==> src/hw/rtl/lld_pkg.sv <==
// Package for the linked-list deque: command and status codes, transfer structs.
// No dependencies.
package lld_pkg;

   localparam logic [2:0] CMD_ADD_FRONT = 3'd0;
   localparam logic [2:0] CMD_ADD_REAR  = 3'd1;
   localparam logic [2:0] CMD_REMOVE    = 3'd2;
   localparam logic [2:0] CMD_POP_FRONT = 3'd3;
   localparam logic [2:0] CMD_POP_REAR  = 3'd4;

   localparam logic [1:0] ST_OK       = 2'd0;
   localparam logic [1:0] ST_EMPTY    = 2'd1;
   localparam logic [1:0] ST_FULL     = 2'd2;
   localparam logic [1:0] ST_NOTFOUND = 2'd3;

   typedef struct packed {
      logic        [2:0]  cmd;
      logic signed [31:0] value;
   } req_type;

   typedef struct packed {
      logic        [1:0]  status;
      logic        [6:0]  count;
      logic signed [31:0] front_value;
      logic signed [31:0] rear_value;
   } rsp_type;

endpackage

==> src/hw/rtl/linked_list_deque.sv <==
// Linked-list deque: doubly linked list of values in node memories with a free chain.
// Depends on lld_pkg.
// State path, transfer to result strobe: add ALLOC, ENDRD, ENDOUT; pop ULINK, UREAD, UFIX,
//   ENDRD, ENDOUT; refused or undefined ENDRD, ENDOUT; remove by value SRD and SCMP per node
//   compared, then UFIX on a match; link and value memory reads are registered.
// One command at a time; busy drops in the response strobe cycle, so the next transfer
//   can land at the edge that ends it. Reset (synchronous) clears control; the free chain
//   uses a fill mark, so no clearing pass is needed. Responses cannot be stalled.
module linked_list_deque #(
   parameter int CAPACITY   = 64,
   parameter int VALUE_BITS = 32
) (
   input  logic             clock,
   input  logic             reset,
   input  logic             start,
   output logic             busy,
   input  lld_pkg::req_type req_data,
   output logic             rsp_valid,
   output lld_pkg::rsp_type rsp_data
);
   localparam int AW = (CAPACITY > 1) ? $clog2(CAPACITY) : 1;
   localparam int CW = $clog2(CAPACITY + 1);

   typedef logic [AW-1:0] idx_type;
   typedef logic [VALUE_BITS-1:0] val_type;

   typedef enum logic [3:0] {
      S_IDLE, S_ALLOC, S_SRD, S_SCMP, S_ULINK, S_UREAD, S_UFIX, S_ENDRD, S_ENDOUT
   } state_type;

   // node memories
   val_type vmem [CAPACITY];
   idx_type nmem [CAPACITY];
   idx_type pmem [CAPACITY];
   idx_type fmem [CAPACITY];

   state_type state_ff;
   logic [2:0] cmd_ff;
   val_type    val_ff;
   idx_type    head_ff, tail_ff, fhead_ff, cur_ff;
   logic [CW-1:0] cnt_ff, walk_ff, fill_ff;
   logic [1:0] st_ff;
   val_type    vrd_ff, vrd2_ff;
   idx_type    nrd_ff, prd_ff, frd_ff;
   logic       rv_ff;
   lld_pkg::rsp_type rsp_ff;

   // link the old end to the new node in the cycle after ALLOC
   logic    link_ff;
   idx_type link_node_ff, link_tgt_ff;
   logic    link_front_ff;

   // read/write request lines (one read address per memory per cycle)
   idx_type ra, fra;
   logic    vwe, nwe, pwe, fwe;
   idx_type vwa, nwa, pwa, fwa;
   val_type vwd;
   idx_type nwd, pwd, fwd;

   // a node at the fill mark has never been taken: its free link is the next index
   logic    fresh;
   idx_type fill_next;
   always_comb begin
      fresh = (fill_ff != CW'(CAPACITY)) && (CW'(fhead_ff) == fill_ff);
      if (!fresh) fill_next = frd_ff;
      else fill_next = (fhead_ff == idx_type'(CAPACITY - 1)) ? '0 : fhead_ff + 1'b1;
   end

   always_ff @(posedge clock) begin
      vrd_ff <= vmem[ra];
      nrd_ff <= nmem[ra];
      prd_ff <= pmem[ra];
      frd_ff <= fmem[fra];
      if (vwe) vmem[vwa] <= vwd;
      if (nwe) nmem[nwa] <= nwd;
      if (pwe) pmem[pwa] <= pwd;
      if (fwe) fmem[fwa] <= fwd;
   end

   logic [2:0] cmd_in;
   val_type    v_in;
   always_comb begin
      cmd_in = req_data.cmd;
      v_in   = val_type'(signed'({{32{req_data.value[31]}}, req_data.value}));
   end

   function automatic logic [31:0] outv(val_type v);
      logic signed [VALUE_BITS+31:0] e;
      e = {{32{v[VALUE_BITS-1]}}, v};
      return e[31:0];
   endfunction

   // combinational memory control, by state
   always_comb begin
      ra = cur_ff; fra = fhead_ff;
      vwe = 1'b0; nwe = 1'b0; pwe = 1'b0; fwe = 1'b0;
      vwa = fhead_ff; nwa = fhead_ff; pwa = fhead_ff; fwa = cur_ff;
      vwd = val_ff; nwd = '0; pwd = '0; fwd = fhead_ff;
      case (state_ff)
         S_ALLOC: begin
            // write new node and splice it in
            vwe = 1'b1; nwe = 1'b1; pwe = 1'b1;
            if (cnt_ff != '0 && cmd_ff == lld_pkg::CMD_ADD_FRONT) begin
               nwd = head_ff;
            end else if (cnt_ff != '0) begin
               pwd = tail_ff;
            end
            ra = head_ff;
         end
         S_UFIX: begin
            // repair neighbor links and return node to the free chain
            fwe = 1'b1; fwa = cur_ff; fwd = fhead_ff;
            if (cnt_ff == CW'(1)) begin
            end else if (cur_ff == head_ff) begin
               pwe = 1'b1; pwa = nrd_ff; pwd = '0;
            end else if (cur_ff == tail_ff) begin
               nwe = 1'b1; nwa = prd_ff; nwd = '0;
            end else begin
               nwe = 1'b1; nwa = prd_ff; nwd = nrd_ff;
               pwe = 1'b1; pwa = nrd_ff; pwd = prd_ff;
            end
         end
         S_ENDRD: begin
            ra = head_ff;
            // point the old end at the node added last cycle
            if (link_ff) begin
               if (link_front_ff) begin
                  pwe = 1'b1; pwa = link_tgt_ff; pwd = link_node_ff;
               end else begin
                  nwe = 1'b1; nwa = link_tgt_ff; nwd = link_node_ff;
               end
            end
         end
         default: ;
      endcase
   end

   always_ff @(posedge clock) begin
      rv_ff   <= !reset && (state_ff == S_ENDOUT);
      link_ff <= !reset && (state_ff == S_ALLOC) && (cnt_ff != '0);
      if (reset) begin
         state_ff <= S_IDLE;
         head_ff <= '0; tail_ff <= '0; fhead_ff <= '0;
         cnt_ff <= '0; fill_ff <= '0;
      end else begin
         case (state_ff)
            S_IDLE: if (start && !rv_ff) begin
               cmd_ff <= cmd_in; val_ff <= v_in;
               walk_ff <= '0;
               cur_ff <= (cmd_in == lld_pkg::CMD_POP_REAR) ? tail_ff : head_ff;
               case (cmd_in)
                  lld_pkg::CMD_ADD_FRONT, lld_pkg::CMD_ADD_REAR:
                     if (cnt_ff == CW'(CAPACITY)) begin
                        st_ff <= lld_pkg::ST_FULL; state_ff <= S_ENDRD;
                     end else begin
                        st_ff <= lld_pkg::ST_OK; state_ff <= S_ALLOC;
                     end
                  lld_pkg::CMD_REMOVE:
                     if (cnt_ff == '0) begin
                        st_ff <= lld_pkg::ST_EMPTY; state_ff <= S_ENDRD;
                     end else begin
                        st_ff <= lld_pkg::ST_OK; state_ff <= S_SRD;
                     end
                  lld_pkg::CMD_POP_FRONT, lld_pkg::CMD_POP_REAR:
                     if (cnt_ff == '0) begin
                        st_ff <= lld_pkg::ST_EMPTY; state_ff <= S_ENDRD;
                     end else begin
                        st_ff <= lld_pkg::ST_OK; state_ff <= S_ULINK;
                     end
                  default: begin
                     st_ff <= lld_pkg::ST_OK; state_ff <= S_ENDRD;
                  end
               endcase
            end
            S_ALLOC: begin
               // frd_ff holds free link of fhead (read issued last cycle)
               fhead_ff <= fill_next;
               if (fresh) fill_ff <= fill_ff + 1'b1;
               if (cnt_ff == '0) begin
                  head_ff <= fhead_ff; tail_ff <= fhead_ff;
               end else begin
                  link_node_ff <= fhead_ff;
                  if (cmd_ff == lld_pkg::CMD_ADD_FRONT) begin
                     link_front_ff <= 1'b1; link_tgt_ff <= head_ff; head_ff <= fhead_ff;
                  end else begin
                     link_front_ff <= 1'b0; link_tgt_ff <= tail_ff; tail_ff <= fhead_ff;
                  end
               end
               cnt_ff <= cnt_ff + 1'b1;
               state_ff <= S_ENDRD;
            end
            S_SRD: state_ff <= S_SCMP;          // read of cur in flight
            S_SCMP: begin
               if (vrd_ff == val_ff) begin
                  state_ff <= S_UFIX;             // links already read
               end else if (walk_ff + 1'b1 == cnt_ff) begin
                  st_ff <= lld_pkg::ST_NOTFOUND; state_ff <= S_ENDRD;
               end else begin
                  walk_ff <= walk_ff + 1'b1; cur_ff <= nrd_ff; state_ff <= S_SRD;
               end
            end
            S_ULINK: state_ff <= S_UREAD;
            S_UREAD: state_ff <= S_UFIX;
            S_UFIX: begin
               if (cnt_ff == CW'(1)) begin
                  head_ff <= '0; tail_ff <= '0;
               end else if (cur_ff == head_ff) head_ff <= nrd_ff;
               else if (cur_ff == tail_ff) tail_ff <= prd_ff;
               cnt_ff <= cnt_ff - 1'b1;
               fhead_ff <= cur_ff;
               state_ff <= S_ENDRD;
            end
            S_ENDRD: begin
               // head value read now; tail value next
               cur_ff <= tail_ff;
               state_ff <= S_ENDOUT;
            end
            S_ENDOUT: begin
               vrd2_ff <= vrd_ff;
               state_ff <= S_IDLE;
            end
            default: state_ff <= S_IDLE;
         endcase
      end
   end

   // tail read issues in S_ENDOUT (ra = cur_ff = tail); head data captured there
   logic out_ff;
   always_ff @(posedge clock) begin
      if (reset) out_ff <= 1'b0;
      else out_ff <= rv_ff;
      if (rv_ff) begin
         rsp_ff.status      <= st_ff;
         rsp_ff.count       <= 7'(cnt_ff);
         rsp_ff.front_value <= (cnt_ff == '0) ? '0 : outv(vrd2_ff);
         rsp_ff.rear_value  <= (cnt_ff == '0) ? '0 : outv(vrd_ff);
      end
   end

   assign busy      = (state_ff != S_IDLE) || rv_ff;
   assign rsp_valid = out_ff;
   assign rsp_data  = rsp_ff;
endmodule

==> config.mk <==
export PLATFORM = sky130hd
export DESIGN_NAME = linked_list_deque
export DESIGN_NICKNAME = d
export VERILOG_FILES = /design/src/hw/rtl/lld_pkg.sv /design/src/hw/rtl/linked_list_deque.sv
export SDC_FILE = /design/constraint.sdc
export NUM_CORES = 2
export LEC_CHECK = 0
export BUFFER_PORTS_ARGS = -buffer_cell sky130_fd_sc_hd__buf_2
export CAP_MARGIN = 10
export CORE_MARGIN = 5
export CORE_UTILIZATION = 45
export DETAILED_ROUTE_END_ITERATION = 7
export PLACE_DENSITY = 0.56
export SYNTH_ARGS = -nofsm -noshare
export SYNTH_HDL_FRONTEND = slang
export SYNTH_SLANG_ARGS = --single-unit
==> constraint.sdc <==
create_clock -name clock -period 5 [get_ports clock]
set_input_delay 1 -clock clock [delete_from_list [all_inputs] [get_ports clock]]
set_output_delay 1 -clock clock [all_outputs]
set_load 0.02 [all_outputs]
==> results.json <==
{
  "status": "finished, final reports clean",
  "crit_required_ns": 5.82,
  "ys.flop_type": "edfxtp_1",
  "hold_viol_final": 0,
  "syn_to_final_growth_pct": 14.6,
  "io-pin-count": 113,
  "synth.ff_latch_count": 3457,
  "synth_area_leaders": "edfxtp_1 75%, mux2i_1 3.3%, nand2_1 2.6%",
  "place_congestion": 0.905,
  "drc": 0,
  "hp-class": "input pin to flip-flop",
  "synth.distinct_cells": 90,
  "synth_top_family_by_area": "compound AO/OA/AOI/OAI gates",
  "cap_viol_max_count": 0,
  "synth.avg_cell_area_um2": 16.1,
  "numCtsBuffers": 356,
  "syn_area_mm2": 0.135,
  "worstSetupEndpointType": "flip-flop",
  "path_class": "flip-flop to flip-flop",
  "synth_enable_flop_cells": 3368,
  "cellLeakagePower_nw": 50.5,
  "multiInputGateArea_mm2": 0.0302,
  "wl_per_cell_um": 35.4,
  "synth-seq-area-share": 0.761,
  "die_h_um": 558,
  "grt_pass1_wl_mm": 637,
  "fillers": 24300,
  "io_buffer_count": 112,
  "finClkSkew_ns": 0.0521,
  "drtAntennaViolNets": 0,
  "setup_viol": 0,
  "ys_async_sr_fraction": 0,
  "regArea_mm2": 0.103,
  "clock_path_buffers": 4,
  "yosysTopAreaCell": "edfxtp_1",
  "clockRootBuffer": "clkbuf_16",
  "antenna_found_initial": 41,
  "tightest_slew_ns": 1.29,
  "viasPerCell": 6.40,
  "crit_arrival_ns": 5.75,
  "synth_fa_ha_area_frac": 0.000741,
  "final_core_util": 0.517,
  "fmax_mhz": 203,
  "tritoncts": "yes",
  "synth.top_cell.area_share": 0.748,
  "path_common_cell": "buf_12",
  "ys_warn_count": 0,
  "track_usage": 0.289,
  "p_per_area_mw_per_mm2": 619,
  "first_iter_violations": 12200,
  "wl_mm": 461,
  "rsz0062_at_grt": "no",
  "cts.sinks": 3457,
  "syn-instance-count": 8385,
  "ir_worst_vdd_mv": 0.544,
  "muxShareOfSynthArea": 0.0582,
  "via_count": 83300,
  "critPathSlowestCell": "nor2_8",
  "cp-start-kind": "flip-flop",
  "initial_core_util": 0.451,
  "drive_gt1_frac": 0.164,
  "slowest_delay_ns": 0.85,
  "grt_pass1_vias": 80200,
  "period_share": 0.987,
  "worstPathMaxFanout": 29,
  "synthXorXnorAreaFrac": 0.00540,
  "synth-compound-area-share": 0.0892,
  "fin_crit_ns": 4.93,
  "grt-ovfl-total": 0,
  "holdBufCountCts": 0,
  "slew_viol_final": 0,
  "grt_max_degree": 110,
  "clk_pin_slew_ns": 0.06,
  "die-area_mm2": 0.311,
  "place_hpwl_mm": 276,
  "synthSimpleGateAreaFrac": 0.0638,
  "fp.coreArea_mm2": 0.300,
  "path_cells": "xnor2_4 -> and3_1 -> nor2_8 -> buf_12 -> buf_12 -> mux2_2 -> a221oi_1 -> a2111oi_0 -> o21ai_0 -> buf_4 -> nand4_1",
  "whs_ns": 0.245,
  "synthTopCellsByCount": "3368 x edfxtp_1, 920 x nand2_1, 439 x mux2i_1, 373 x nor2_1, 296 x a21oi_1",
  "relSlewSlack": 0.137,
  "cts_htree_levels": 5,
  "firstDrtPassIters": 8,
  "insertion_delay_ns": 0.95,
  "dieWidth_um": 558,
  "fin_nets": 8822,
  "rows": 201,
  "post-synth-top-count-cell": "edfxtp_1",
  "syn-num-nets": 8431
}
routing by layer:
metal,vias to the layer above,track usage,wire length [µm],share of wire
li1,34100,-,-,-
met1,43100,0.408,181000,0.39
met2,5200,0.439,206000,0.45
met3,910,0.0714,54400,0.12
met4,24,0.104,19200,0.042
met5,-,0,167,0.00036
through the flow:
step / total power [mW] / TNS (ns) / setup slack [ns] / instances / cell area [µm²]
final: 95.9 / 0 / 0.0656 / 13000 / 155000
after floorplan: 53.6 / 0 / 0.556 / 8385 / 135000
after global routing: 98.6 / 0 / 0.0000893 / 13000 / 155000
after global placement: 69.6 / -0.171 / -0.171 / 12400 / 144000
after detailed placement: 69.8 / 0 / 0.0713 / 12400 / 144000
after CTS: 95.4 / 0 / 0.0625 / 13000 / 155000
cells by family after synthesis:
logic type | count (synthesis)
simple gates | 1926
fa+ha+maj | 8
compound gates | 1661
flops | 3457
xor+xnor | 79
buf+inv | 591
mux | 663
worst paths after layout:
kind                                               end                      from  cells past startpoint  slack (ns)
worst min-delay path              val_ff[27]$_DFFE_PP_              req_data[27]                      1        0.24
worst min register to register  rsp_data[71]$_DFFE_PP_    st_ff[0]$_SDFFCE_PP1P_                      0        0.46
worst max register to register      vrd_ff[29]$_DFF_P_  state_ff[2]$_SDFFE_PP0P_                     11        0.07
worst max-delay path                vrd_ff[29]$_DFF_P_  state_ff[2]$_SDFFE_PP0P_                     11        0.07
cells in the final DEF (no fill, tap or decap), drive strengths merged, types with 20 or more instances in the layout:
cell type and count:
o311ai 25, xnor2 29, a21oi 300, or3 25
a22oi 203, a222oi 39, a32oi 20, xor2 50
a221o 42, inv 37, a22o 21, dfxtp 89
clkbuf 458, nor3 62, o211ai 41, buf 597
mux4 84, nor2 376, a31oi 81, edfxtp 3368
nand4 52, nand2 924, o221ai 59, bufinv 22
nor4 33, o22ai 63, a311oi 57, and2 72
mux2i 439, a2111oi 49, mux2 140, and3 136
nand2b 26, nand3 168, a221oi 151, o21ai 196
a211oi 137, clkinv 152, a41oi 28
sequential cells by signal, summed over array words and instances (netlist names), 4 cells and up:
signal	flops
vrd_ff	32
link_tgt_ff	6
fill_ff	7
walk_ff	7
pmem	384
link_node_ff	6
frd_ff	6
fmem	384
fhead_ff	6
cur_ff	6
tail_ff	6
cnt_ff	7
state_ff	4
nmem	384
nrd_ff	6
prd_ff	6
rsp_data	73
val_ff	32
vrd2_ff	32
head_ff	6
vmem	2048
power by group:
group / leakage [nW] / total, mW / switching [mW] / internal, mW
Clock: 5.47 / 25.8 / 11.2 / 14.6
Combinational: 14.0 / 35.1 / 24.3 / 10.9
Sequential: 31.1 / 35.0 / 1.36 / 33.6
repair_timing:
item / CTS / global route
resized for setup: 0 / 2
setup endpoints to repair: 0 / 3
setup buffers: 0 / 0
hold endpoints to repair: 0 / 0
area by class of cell:
cell class / count / area share
inverters: 26 / 0.000630
diodes: 8 / 0.000129
clock inverters: 189 / 0.0110
well taps: 3958 / 0.0320
clock buffers: 457 / 0.0612
flip-flops and latches: 3457 / 0.664
multi-input cells: 4337 / 0.195
repair buffers: 598 / 0.0357
worst max-delay path, delay by kind of cell, from the launching register on:
kind                      cells  cell delay, ns
buffers and inverters         3            0.80
DFF                           1            0.75
xor gates and xnor gates      1            0.31
muxes                         1            0.36
and+or+nand+nor               3            1.30
AOI/OAI and AO/OA             3            1.28
No activity file was read; power rests on OpenSTA's default activity.
